===== src/hw/rtl/tfdq_pkg.sv =====
// Package for the transmit frame descriptor queue.
// Holds the command and status codes, the descriptor type and the default ring depth.
// No dependencies.
`timescale 1ns / 1ps

package tfdq_pkg;

	localparam int SLOTS_DEFAULT = 8;

	// commands
	localparam logic [1:0] CMD_ENQUEUE  = 2'd0;
	localparam logic [1:0] CMD_TRY_TX   = 2'd1;
	localparam logic [1:0] CMD_TX_DONE  = 2'd2;

	// result status codes
	localparam logic [2:0] ST_ENQUEUED   = 3'd0;
	localparam logic [2:0] ST_FULL_DROP  = 3'd1;
	localparam logic [2:0] ST_LAUNCHED   = 3'd2;
	localparam logic [2:0] ST_NOTHING    = 3'd3;
	localparam logic [2:0] ST_REFUSED    = 3'd4;
	localparam logic [2:0] ST_RETIRED    = 3'd5;
	localparam logic [2:0] ST_SPURIOUS   = 3'd6;
	localparam logic [2:0] ST_TAIL_EMPTY = 3'd7;

	typedef struct packed {
		logic [31:0] addr;
		logic [15:0] len;
	} desc_t;

endpackage


===== src/hw/rtl/tx_frame_descriptor_queue.sv =====
// Transmit frame descriptor queue, top level.
// Depends on tfdq_pkg; the port checker in tfdq_checker.sv binds to this module.
//
// A ring of SLOTS frame descriptors (buffer address and length). Each input
// transaction carries one command: enqueue a descriptor at the head, offer the
// tail descriptor to the output port, or report that the port finished sending
// the tail frame. Every command gives exactly one result transaction with a
// status code, the head slot index, the offered or retired descriptor, the
// queue and peak lengths and six 32-bit wrapping statistics counters. A command
// passes an input register and a result register on its way to the outputs,
// and one command is taken every cycle while the result side keeps up. The
// descriptor memory is read with a registered port at the tail pointer of the
// following command, with a bypass when the same slot is written.
// No clearing pass after reset.
`timescale 1ns / 1ps

module tx_frame_descriptor_queue #(
	parameter int SLOTS = tfdq_pkg::SLOTS_DEFAULT
) (
	input  logic        clk,
	input  logic        arst_n,
	// command channel
	input  logic        in_valid,
	output logic        in_stall,
	input  logic [1:0]  cmd,
	input  logic [31:0] buffer_address,
	input  logic [15:0] frame_length,
	input  logic        port_accepts,
	// result channel
	output logic        out_valid,
	input  logic        out_stall,
	output logic [2:0]  status,
	output logic [2:0]  slot_index,
	output logic [31:0] tx_address,
	output logic [15:0] tx_length,
	output logic [3:0]  queue_length,
	output logic [3:0]  peak_length,
	output logic [31:0] packets_in,
	output logic [31:0] packets_out,
	output logic [31:0] bytes_in,
	output logic [31:0] bytes_out,
	output logic [31:0] full_drops,
	output logic [31:0] error_count
);

	import tfdq_pkg::*;

	localparam int IW = $clog2(SLOTS);
	localparam int LW = $clog2(SLOTS + 1);
	localparam logic [IW-1:0] LAST_IDX = IW'(SLOTS - 1);
	localparam logic [LW-1:0] FULL_LEN = LW'(SLOTS);

	// input stage
	logic        valid_s1;
	logic [1:0]  cmd_s1;
	logic [31:0] addr_s1;
	logic [15:0] len_s1;
	logic        acc_s1;

	// ring state
	logic [IW-1:0] head_q, tail_q;
	logic          blocked_q;
	logic [LW-1:0] len_now_q, peak_q;
	logic [31:0]   pk_in_q, pk_out_q, by_in_q, by_out_q, drop_q, err_q;

	// descriptor memory and its registered tail read
	desc_t mem_q [SLOTS];
	desc_t rd_q, byp_data_q, tail_desc;
	logic  byp_q;

	// next-state values
	logic [IW-1:0] head_n, tail_n, rd_idx;
	logic          blocked_n;
	logic [LW-1:0] len_n, peak_n;
	logic [31:0]   pk_in_n, pk_out_n, by_in_n, by_out_n, drop_n, err_n;
	logic [2:0]    status_n;
	desc_t         tx_n;
	logic          wr_en;
	logic          fire, take;

	// handshake: a command in s1 completes when the result register is free
	assign fire     = valid_s1 && (!out_valid || !out_stall);
	assign in_stall = valid_s1 && !fire;
	assign take     = in_valid && !in_stall;

	// input register
	always_ff @(posedge clk or negedge arst_n) begin
		if (!arst_n) begin
			valid_s1 <= 1'b0;
		end else if (take) begin
			valid_s1 <= 1'b1;
		end else if (fire) begin
			valid_s1 <= 1'b0;
		end
	end

	always_ff @(posedge clk) begin
		if (take) begin
			cmd_s1  <= cmd;
			addr_s1 <= buffer_address;
			len_s1  <= frame_length;
			acc_s1  <= port_accepts;
		end
	end

	assign tail_desc = byp_q ? byp_data_q : rd_q;

	// command decode and state update
	always_comb begin
		head_n    = head_q;
		tail_n    = tail_q;
		blocked_n = blocked_q;
		len_n     = len_now_q;
		peak_n    = peak_q;
		pk_in_n   = pk_in_q;
		pk_out_n  = pk_out_q;
		by_in_n   = by_in_q;
		by_out_n  = by_out_q;
		drop_n    = drop_q;
		err_n     = err_q;
		status_n  = ST_NOTHING;
		tx_n      = '0;
		wr_en     = 1'b0;
		unique case (cmd_s1)
			CMD_ENQUEUE: begin
				if (len_now_q < FULL_LEN) begin
					wr_en    = 1'b1;
					len_n    = len_now_q + 1'b1;
					pk_in_n  = pk_in_q + 32'd1;
					by_in_n  = by_in_q + 32'(len_s1);
					if (len_n > peak_q) begin
						peak_n = len_n;
					end
					head_n   = (head_q == LAST_IDX) ? '0 : head_q + 1'b1;
					status_n = ST_ENQUEUED;
				end else begin
					drop_n   = drop_q + 32'd1;
					status_n = ST_FULL_DROP;
				end
			end
			CMD_TRY_TX: begin
				// the tail slot is ready exactly when queued and not blocked
				if (!blocked_q && len_now_q != '0) begin
					tx_n = tail_desc;
					if (acc_s1) begin
						blocked_n = 1'b1;
						status_n  = ST_LAUNCHED;
					end else begin
						status_n  = ST_REFUSED;
					end
				end
			end
			CMD_TX_DONE: begin
				// the tail slot is in transmission exactly when blocked
				blocked_n = 1'b0;
				if (!blocked_q) begin
					err_n    = err_q + 32'd1;
					status_n = ST_SPURIOUS;
				end else if (len_now_q != '0) begin
					tx_n     = tail_desc;
					pk_out_n = pk_out_q + 32'd1;
					by_out_n = by_out_q + 32'(tail_desc.len);
					len_n    = len_now_q - 1'b1;
					tail_n   = (tail_q == LAST_IDX) ? '0 : tail_q + 1'b1;
					status_n = ST_RETIRED;
				end else begin
					err_n    = err_q + 32'd1;
					status_n = ST_TAIL_EMPTY;
				end
			end
			default: begin
				status_n = ST_NOTHING;
			end
		endcase
	end

	// ring state registers
	always_ff @(posedge clk or negedge arst_n) begin
		if (!arst_n) begin
			head_q    <= '0;
			tail_q    <= '0;
			blocked_q <= 1'b0;
			len_now_q <= '0;
			peak_q    <= '0;
			pk_in_q   <= '0;
			pk_out_q  <= '0;
			by_in_q   <= '0;
			by_out_q  <= '0;
			drop_q    <= '0;
			err_q     <= '0;
		end else if (fire) begin
			head_q    <= head_n;
			tail_q    <= tail_n;
			blocked_q <= blocked_n;
			len_now_q <= len_n;
			peak_q    <= peak_n;
			pk_in_q   <= pk_in_n;
			pk_out_q  <= pk_out_n;
			by_in_q   <= by_in_n;
			by_out_q  <= by_out_n;
			drop_q    <= drop_n;
			err_q     <= err_n;
		end
	end

	// descriptor memory: write at head, read ahead at the next tail
	assign rd_idx = fire ? tail_n : tail_q;

	always_ff @(posedge clk) begin
		if (fire && wr_en) begin
			mem_q[head_q] <= '{addr: addr_s1, len: len_s1};
		end
	end

	always_ff @(posedge clk) begin
		rd_q       <= mem_q[rd_idx];
		byp_data_q <= '{addr: addr_s1, len: len_s1};
	end

	// same-slot write and read: take the new descriptor
	always_ff @(posedge clk or negedge arst_n) begin
		if (!arst_n) begin
			byp_q <= 1'b0;
		end else begin
			byp_q <= fire && wr_en && (head_q == rd_idx);
		end
	end

	// result register
	logic [IW+2:0] head_ext;
	logic [LW+3:0] len_ext, peak_ext;

	assign head_ext = {3'b000, head_n};
	assign len_ext  = {4'b0000, len_n};
	assign peak_ext = {4'b0000, peak_n};

	always_ff @(posedge clk or negedge arst_n) begin
		if (!arst_n) begin
			out_valid <= 1'b0;
		end else if (fire) begin
			out_valid <= 1'b1;
		end else if (!out_stall) begin
			out_valid <= 1'b0;
		end
	end

	always_ff @(posedge clk) begin
		if (fire) begin
			status       <= status_n;
			slot_index   <= head_ext[2:0];
			tx_address   <= tx_n.addr;
			tx_length    <= tx_n.len;
			queue_length <= len_ext[3:0];
			peak_length  <= peak_ext[3:0];
			packets_in   <= pk_in_n;
			packets_out  <= pk_out_n;
			bytes_in     <= by_in_n;
			bytes_out    <= by_out_n;
			full_drops   <= drop_n;
			error_count  <= err_n;
		end
	end

endmodule


===== config.mk =====
export PLATFORM = sky130hd
export DESIGN_NAME = tx_frame_descriptor_queue
export DESIGN_NICKNAME = d
export VERILOG_FILES = /design/src/hw/rtl/tfdq_pkg.sv /design/src/hw/rtl/tx_frame_descriptor_queue.sv
export SDC_FILE = /design/constraint.sdc
export NUM_CORES = 1
export LEC_CHECK = 0
export ABC_AREA = 1
export BUFFER_PORTS_ARGS = -buffer_cell sky130_fd_sc_hd__buf_2
export CAP_MARGIN = 0
export CORE_MARGIN = 4
export CORE_UTILIZATION = 42
export DETAILED_ROUTE_END_ITERATION = 6
export PLACE_DENSITY = 0.65
export SLEW_MARGIN = 20
export SYNTH_ARGS = -nofsm -noshare
export SYNTH_HDL_FRONTEND = slang
export SYNTH_SLANG_ARGS = --single-unit

===== constraint.sdc =====
create_clock -name clk -period 23.9 [get_ports clk]
set_input_delay 1.195 -clock clk [delete_from_list [all_inputs] [get_ports clk]]
set_output_delay 1.195 -clock clk [all_outputs]
set_load 0.05 [all_outputs]

**After elaboration in Yosys (flattened, before gate mapping)**

Memories as Yosys holds them, arrays and structs flattened. A register that Yosys moved wholly into a read port is not among the register bits.
Index checks and enable logic that the tools add are counted.

- Latch bits: 0
- Register bits: 563
- Memories: 1
- Bits in writable memories: 384
- Memory bits (read-only): 0
- Word-level logic and storage cells: 122

- Add/subtract/negate cells: 10
- Magnitude comparators: 2
- Muxes and demuxes: 52
- Equal/unequal tests: 8
- Bitwise operators: 0
- Shifts and indexed selects: 0
- Reductions and logical operators: 17
- Multiply operators: 0
- Div/mod/pow operators: 0

Memory list:

| name | words | width | read ports | clocked after Yosys merged registers in | write ports | RTL line | source |
|---|---|---|---|---|---|---|---|
| mem_q | 8 | 48 | 1 | 1 | 1 | tx_frame_descriptor_queue.sv:67 | `desc_t mem_q [SLOTS];` |

Operator list:

| kind | count |
|---|---|
| $mux W32 | 15 |
| $mux W48 | 4 |
| $add A32 B1 Y32 const B | 4 |
| $pmux W48 S2 | 1 |
| $add A32 B16 Y32 | 2 |
| $mux W3 | 10 |
| $mux W4 | 6 |
| $mux W1 | 11 |
| $pmux W3 S3 | 1 |
| $pmux W4 S2 | 1 |
| $add A3 B1 Y3 const B | 2 |
| $eq A3 B3 Y1 const B | 2 |
| $logic_and A1 B1 Y1 | 6 |
| $logic_not A1 Y1 | 5 |
| $add A4 B1 Y4 const B | 1 |
| $gt A4 B4 Y1 | 1 |
| $lt A4 B4 Y1 const B | 1 |
| $mux W2 | 2 |
| $ne A2 B2 Y1 const B | 2 |
| $reduce_and A4 Y1 | 1 |
| $reduce_bool A2 Y1 | 2 |
| $reduce_bool A4 Y1 | 1 |
| $sub A4 B1 Y4 const B | 1 |
| $eq A3 B3 Y1 | 1 |
| 6 further kinds | 6 |

**Longest topological paths before layout**

- Depth in word-level cells: 8
- Mapped depth: 19
- Depth with buffers taken out: 18

**Least setup slack after synthesis**

Ideal clock, no wire load.

- Path kind: input to register
- Start point: input port out_stall
- End point: register bytes_in[0], enable pin
- Setup slack: 14206 ps
- Stages on the path: 6
- Setup time: 717 ps
- Path buffers: 3
- Data arrival time: 8976 ps
- Required time: 23183 ps
- Path through: nand2_1 -> inv_1 -> nor2_1 -> buf_4 -> clkbuf_1 -> clkbuf_1

- Cells in the longest elaborated chain, start to end: 3

RTL lines:

| what | RTL line | source |
|---|---|---|
| start: declaration | tx_frame_descriptor_queue.sv:31 | `input logic out_stall,` |
| $logic_not A1 Y1 | -- |  |
| $logic_or A1 B1 Y1 | tx_frame_descriptor_queue.sv:82 | `assign fire = valid_s1 && (!out_valid \|\| !out_stall);` |
| $logic_and A1 B1 Y1 | tx_frame_descriptor_queue.sv:82 |  |
| named net fire | tx_frame_descriptor_queue.sv:79 | `logic fire, take;` |
| end signal: assignment | tx_frame_descriptor_queue.sv:257 | `bytes_in <= by_in_n;` |
| end: declaration | tx_frame_descriptor_queue.sv:40 | `output logic [31:0] bytes_in,` |

The timed path passes the listed nets, and every way through them passes these cells.
A chain may end at the register's enable or synchronous reset.

**Worst setup path in the final report**

- Start point: input port out_stall
- End point: memory mem_q[5][31] (netlist bit), enable pin

- Cells in the longest elaborated chain, start to end: 6

RTL lines:

| what | RTL line | source |
|---|---|---|
| $logic_not A1 Y1 | -- |  |
| $logic_or A1 B1 Y1 | tx_frame_descriptor_queue.sv:82 |  |
| $logic_and A1 B1 Y1 | tx_frame_descriptor_queue.sv:82 |  |
| $logic_and A1 B1 Y1 | tx_frame_descriptor_queue.sv:210 | `if (fire && wr_en) begin` |
| $mux W1 | tx_frame_descriptor_queue.sv:210 |  |
| $mux W1 (not written as such) | tx_frame_descriptor_queue.sv:211 | `mem_q[head_q] <= '{addr: addr_s1, len: len_s1};` |
| end: declaration | tx_frame_descriptor_queue.sv:67 |  |

Every way passes these cells.

==> key figures <==
Detailed routing
  – Final WL: 101000 um
  – Via count: 29100
  – TritonRoute pass-1 iters: 5
  – Iter 0 DRT Violations: between 2000 and 2500
  – Drt drc: 0
  – Drt via density: between 4 and 5
  – WL per Instance: 17.0 um
  – Antenna viol nets, final: 0

Layout
  – Util after Layout: 0.486
  – Storage element area: 0.0279 mm^2
  – Fillers: just over 9000
  – Share of layout cells above drive strength 1: 0.118
  – Highest-count cells in the layout ignoring fill and taps: nand2_1 (1289), edfxtp_1 (689), inv_1 (584)
  – Area of the multi-input gates: ~0.012 mm^2
  – Leading cell type in the layout, fill and taps excluded: nand2_1
  – Area Overhead vs Synth: 14.9%
  – Final Net Count: about 4600

CTS
  – CTS tree: yes
  – Clock Sinks: between 900 and 1000
  – PostCTS Resize Cnt: 0
  – Root buf cell: clkbuf_16
  – Clock transition at path regs: about 0.06 ns
  – Post-CTS Setup Bufs: 0
  – CTS max path bufs: 3
  – Post-CTS Hold Buffers: 0
  – Worst-Skew Late Latency: between 0.6 and 0.7 ns
  – H-tree depth: 3
  – Total CTS buffers: 104

Power and ir drop
  – Cell leakage power: roughly 21 nW
  – Logic pwr share: 0.298
  – Clock power share: 0.291
  – Pwr/cell area: roughly 110 mW/mm^2
  – Maximum VDD drop: slightly above 0.07 mV
  – Int Pwr: 3.51 mW
  – Sw Share: 0.366
  – Switching power: between 2 and 2.5 mW
  – Seq pwr share: 0.411
  – Total power: 5.54 mW

Worst setup path
  – Register-to-Register Path Depth: 10
  – FF-to-FF Start: out_valid
  – Reg2reg end: mem_q[5][31]
  – Critical path class: input port to flop
  – Worst path arrival time: approximately 6.0 ns
  – Worst reg2reg setup slack: ~18 ns
  – Startpoint types: input port
  – Top fanout value on the critical path: 84
  – Critical path endpoint category: flop
  – Critical Path Start: out_stall
  – CP Capture Point: mem_q[5][31]
  – CP Data Required Time: around 24 ns

Floorplanning
  – FP Rows: about 120
  – Full die area: about 0.11 mm^2
  – Boundary pin count: roughly 310
  – Vert. Die Dim: between 300 and 400 um
  – Die width: ~330 um
  – Core area: 0.102 mm^2
  – Initial core utilization: 0.423

Timing
  – Fmax: ~0.18 GHz
  – Setup Skew: ~0.054 ns
  – Unrepaired setup endpoints after global routing: false
  – Final Hold Fails: 0
  – Slew HR: 0.271
  – Slew Limit Fails: 0
  – Final Setup Violations: 0
  – Fin crit period: between 5 and 6 ns
  – Worst-Margin Slew: between 1 and 1.5 ns
  – Fin Setup TNS: 0 ns
  – Tcrit/Tclk final: 0.237
  – Worst hold slack: slightly below 0.5 ns

Synth
  – Synth unique cells: just over 40
  – Yosys reg bits: a little under 1000
  – Async S/R FF share, synth: 0.211
  – Syn_area_per_cell: approximately 10 um^2
  – Main synth FF type: edfxtp_1
  – Cell Area, Synth: around 0.043 mm^2
  – Post-synth net total: approximately 4300
  – Post-synth EDFFs: ~690
  – YS warnings: 0
  – Seq/Total Area, Yosys: 0.649
  – Synth area leaders: edfxtp_1 (48%), dfrtp_1 (12%), nand2_1 (11%)
  – Synth Instances: 4186
  – Area leader, netlist: edfxtp_1
  – Synth top area share: 0.482

Flow run
  – Max-Cap Viols: 0

Global routing
  – Final global-route overflow total: 0
  – Initial antenna violation count: 4
  – Tot GR Track Use: 0.185
  – Largest net degree at the start of global routing: 183
  – Number of global-route vias before repair: 27600
  – Global-route wire length before repair: around 160000 um

Min path
  – Worst Hold Class: flop to flop
  – WHS Path Cells: 2

Placement
  – DP Wirelength: roughly 65000 um
  – Port bufs: slightly above 300
  – GPL Wtd Cong: between 0.8 and 0.9

Status
  – Status: completed
==> layout make-up <==
type / instances / share of cell area
multi-input cells: 2454 / 0.249
well taps: 1368 / 0.0347
inverters: 591 / 0.0450
repair buffers: 341 / 0.0364
flip-flops and latches: 995 / 0.565
diodes: 2 / 0.000101
clock buffers: 143 / 0.0571
clock inverters: 53 / 0.0129
==> critical path, cell delays in order <==
cell     delay (ns)
buf_2          0.10
nand2_1        0.09
inv_1          0.07
nor2_4         0.07
buf_4          0.68
buf_4          0.75
inv_4          0.48
nor2_1         0.85
inv_1          0.62
nor4_2         0.29
buf_4          0.72
==> metal layers <==
layer  global-route usage  wire [um]
met2                0.313      48900
met3               0.0308       5230
met4               0.0596       2890
met1                0.246      44000
met5                    0          0
==> cells by family after synthesis <==
group / count (synthesis) / synth area share
adders and majority gates: 52 / 0.0155
buffers and inverters: 737 / 0.0675
xor gates and xnor gates: 119 / 0.0243
DFF: 995 / 0.649
muxes: 32 / 0.00746
and+or+nand+nor: 1822 / 0.174
AOI/OAI and AO/OA: 429 / 0.0622
==> cell usage after synthesis (3+ instances only) <==
cell type / n
nand4_1: 47
nand2_2: 4
buf_2: 43
xnor2_1: 24
buf_6: 4
buf_1: 6
o21ai_0: 179
o22ai_1: 6
mux2i_1: 32
xor2_1: 95
buf_4: 13
nand4_2: 3
nor2_2: 7
ha_1: 50
nor3_1: 54
nand3b_1: 10
nor2_1: 179
dfxtp_1: 96
and2_1: 9
o211ai_1: 193
edfxtp_1: 689
o21ai_1: 8
or2_2: 4
nor4_1: 20
inv_1: 585
nand3_1: 188
nor2_4: 4
clkbuf_1: 80
a21oi_1: 36
nand2_1: 1290
dfrtp_1: 210
inv_2: 5
==> worst min-delay path by stage <==
| stage | from | endpoint | slack (ns) |
|---|---|---|---|
| finish | err_q[29] | err_q[29] | 0.50 |
| global placement | err_q[29] | err_q[29] | 0.47 |
| detailed placement | err_q[29] | err_q[29] | 0.48 |
| floorplan | valid_s1 | out_valid | 0.43 |
| CTS | err_q[29] | err_q[29] | 0.50 |
| global route | drop_q[31] | drop_q[31] | 0.52 |
==> power groups by stage <==
stage | logic, mW | clock network, mW | registers [mW]
floorplan | 0.995 | 0 | 2.53
global placement | 1.64 | 0 | 2.31
detailed placement | 1.66 | 0 | 2.31
CTS | 1.67 | 1.65 | 2.28
global route | 1.85 | 1.73 | 2.30
finish | 1.65 | 1.61 | 2.27
==> per-stage QoR <==
| step | setup WS [ns] | cells | cell area (um^2) |
|---|---|---|---|
| finish | 18.23 | 5947 | 49300 |
| global route | 17.75 | 5945 | 49300 |
| CTS | 18.22 | 5945 | 49300 |
| detailed placement | 17.52 | 5749 | 45900 |
| global placement | 17.54 | 5749 | 45900 |
| floorplan | 14.21 | 4186 | 42900 |
==> state kept, by name, indices dropped and copies added (netlist names), 32 cells and up <==
| name | flops |
|---|---|
| pk_out_q | 32 |
| packets_in | 32 |
| full_drops | 32 |
| by_in_q | 32 |
| tx_address | 32 |
| pk_in_q | 32 |
| mem_q | 384 |
| rd_q | 48 |
| drop_q | 32 |
| error_count | 32 |
| err_q | 32 |
| by_out_q | 32 |
| packets_out | 32 |
| bytes_out | 32 |
| addr_s1 | 32 |
| byp_data_q | 48 |
| bytes_in | 32 |
Note: power is estimated with default switching activity, not from simulation.
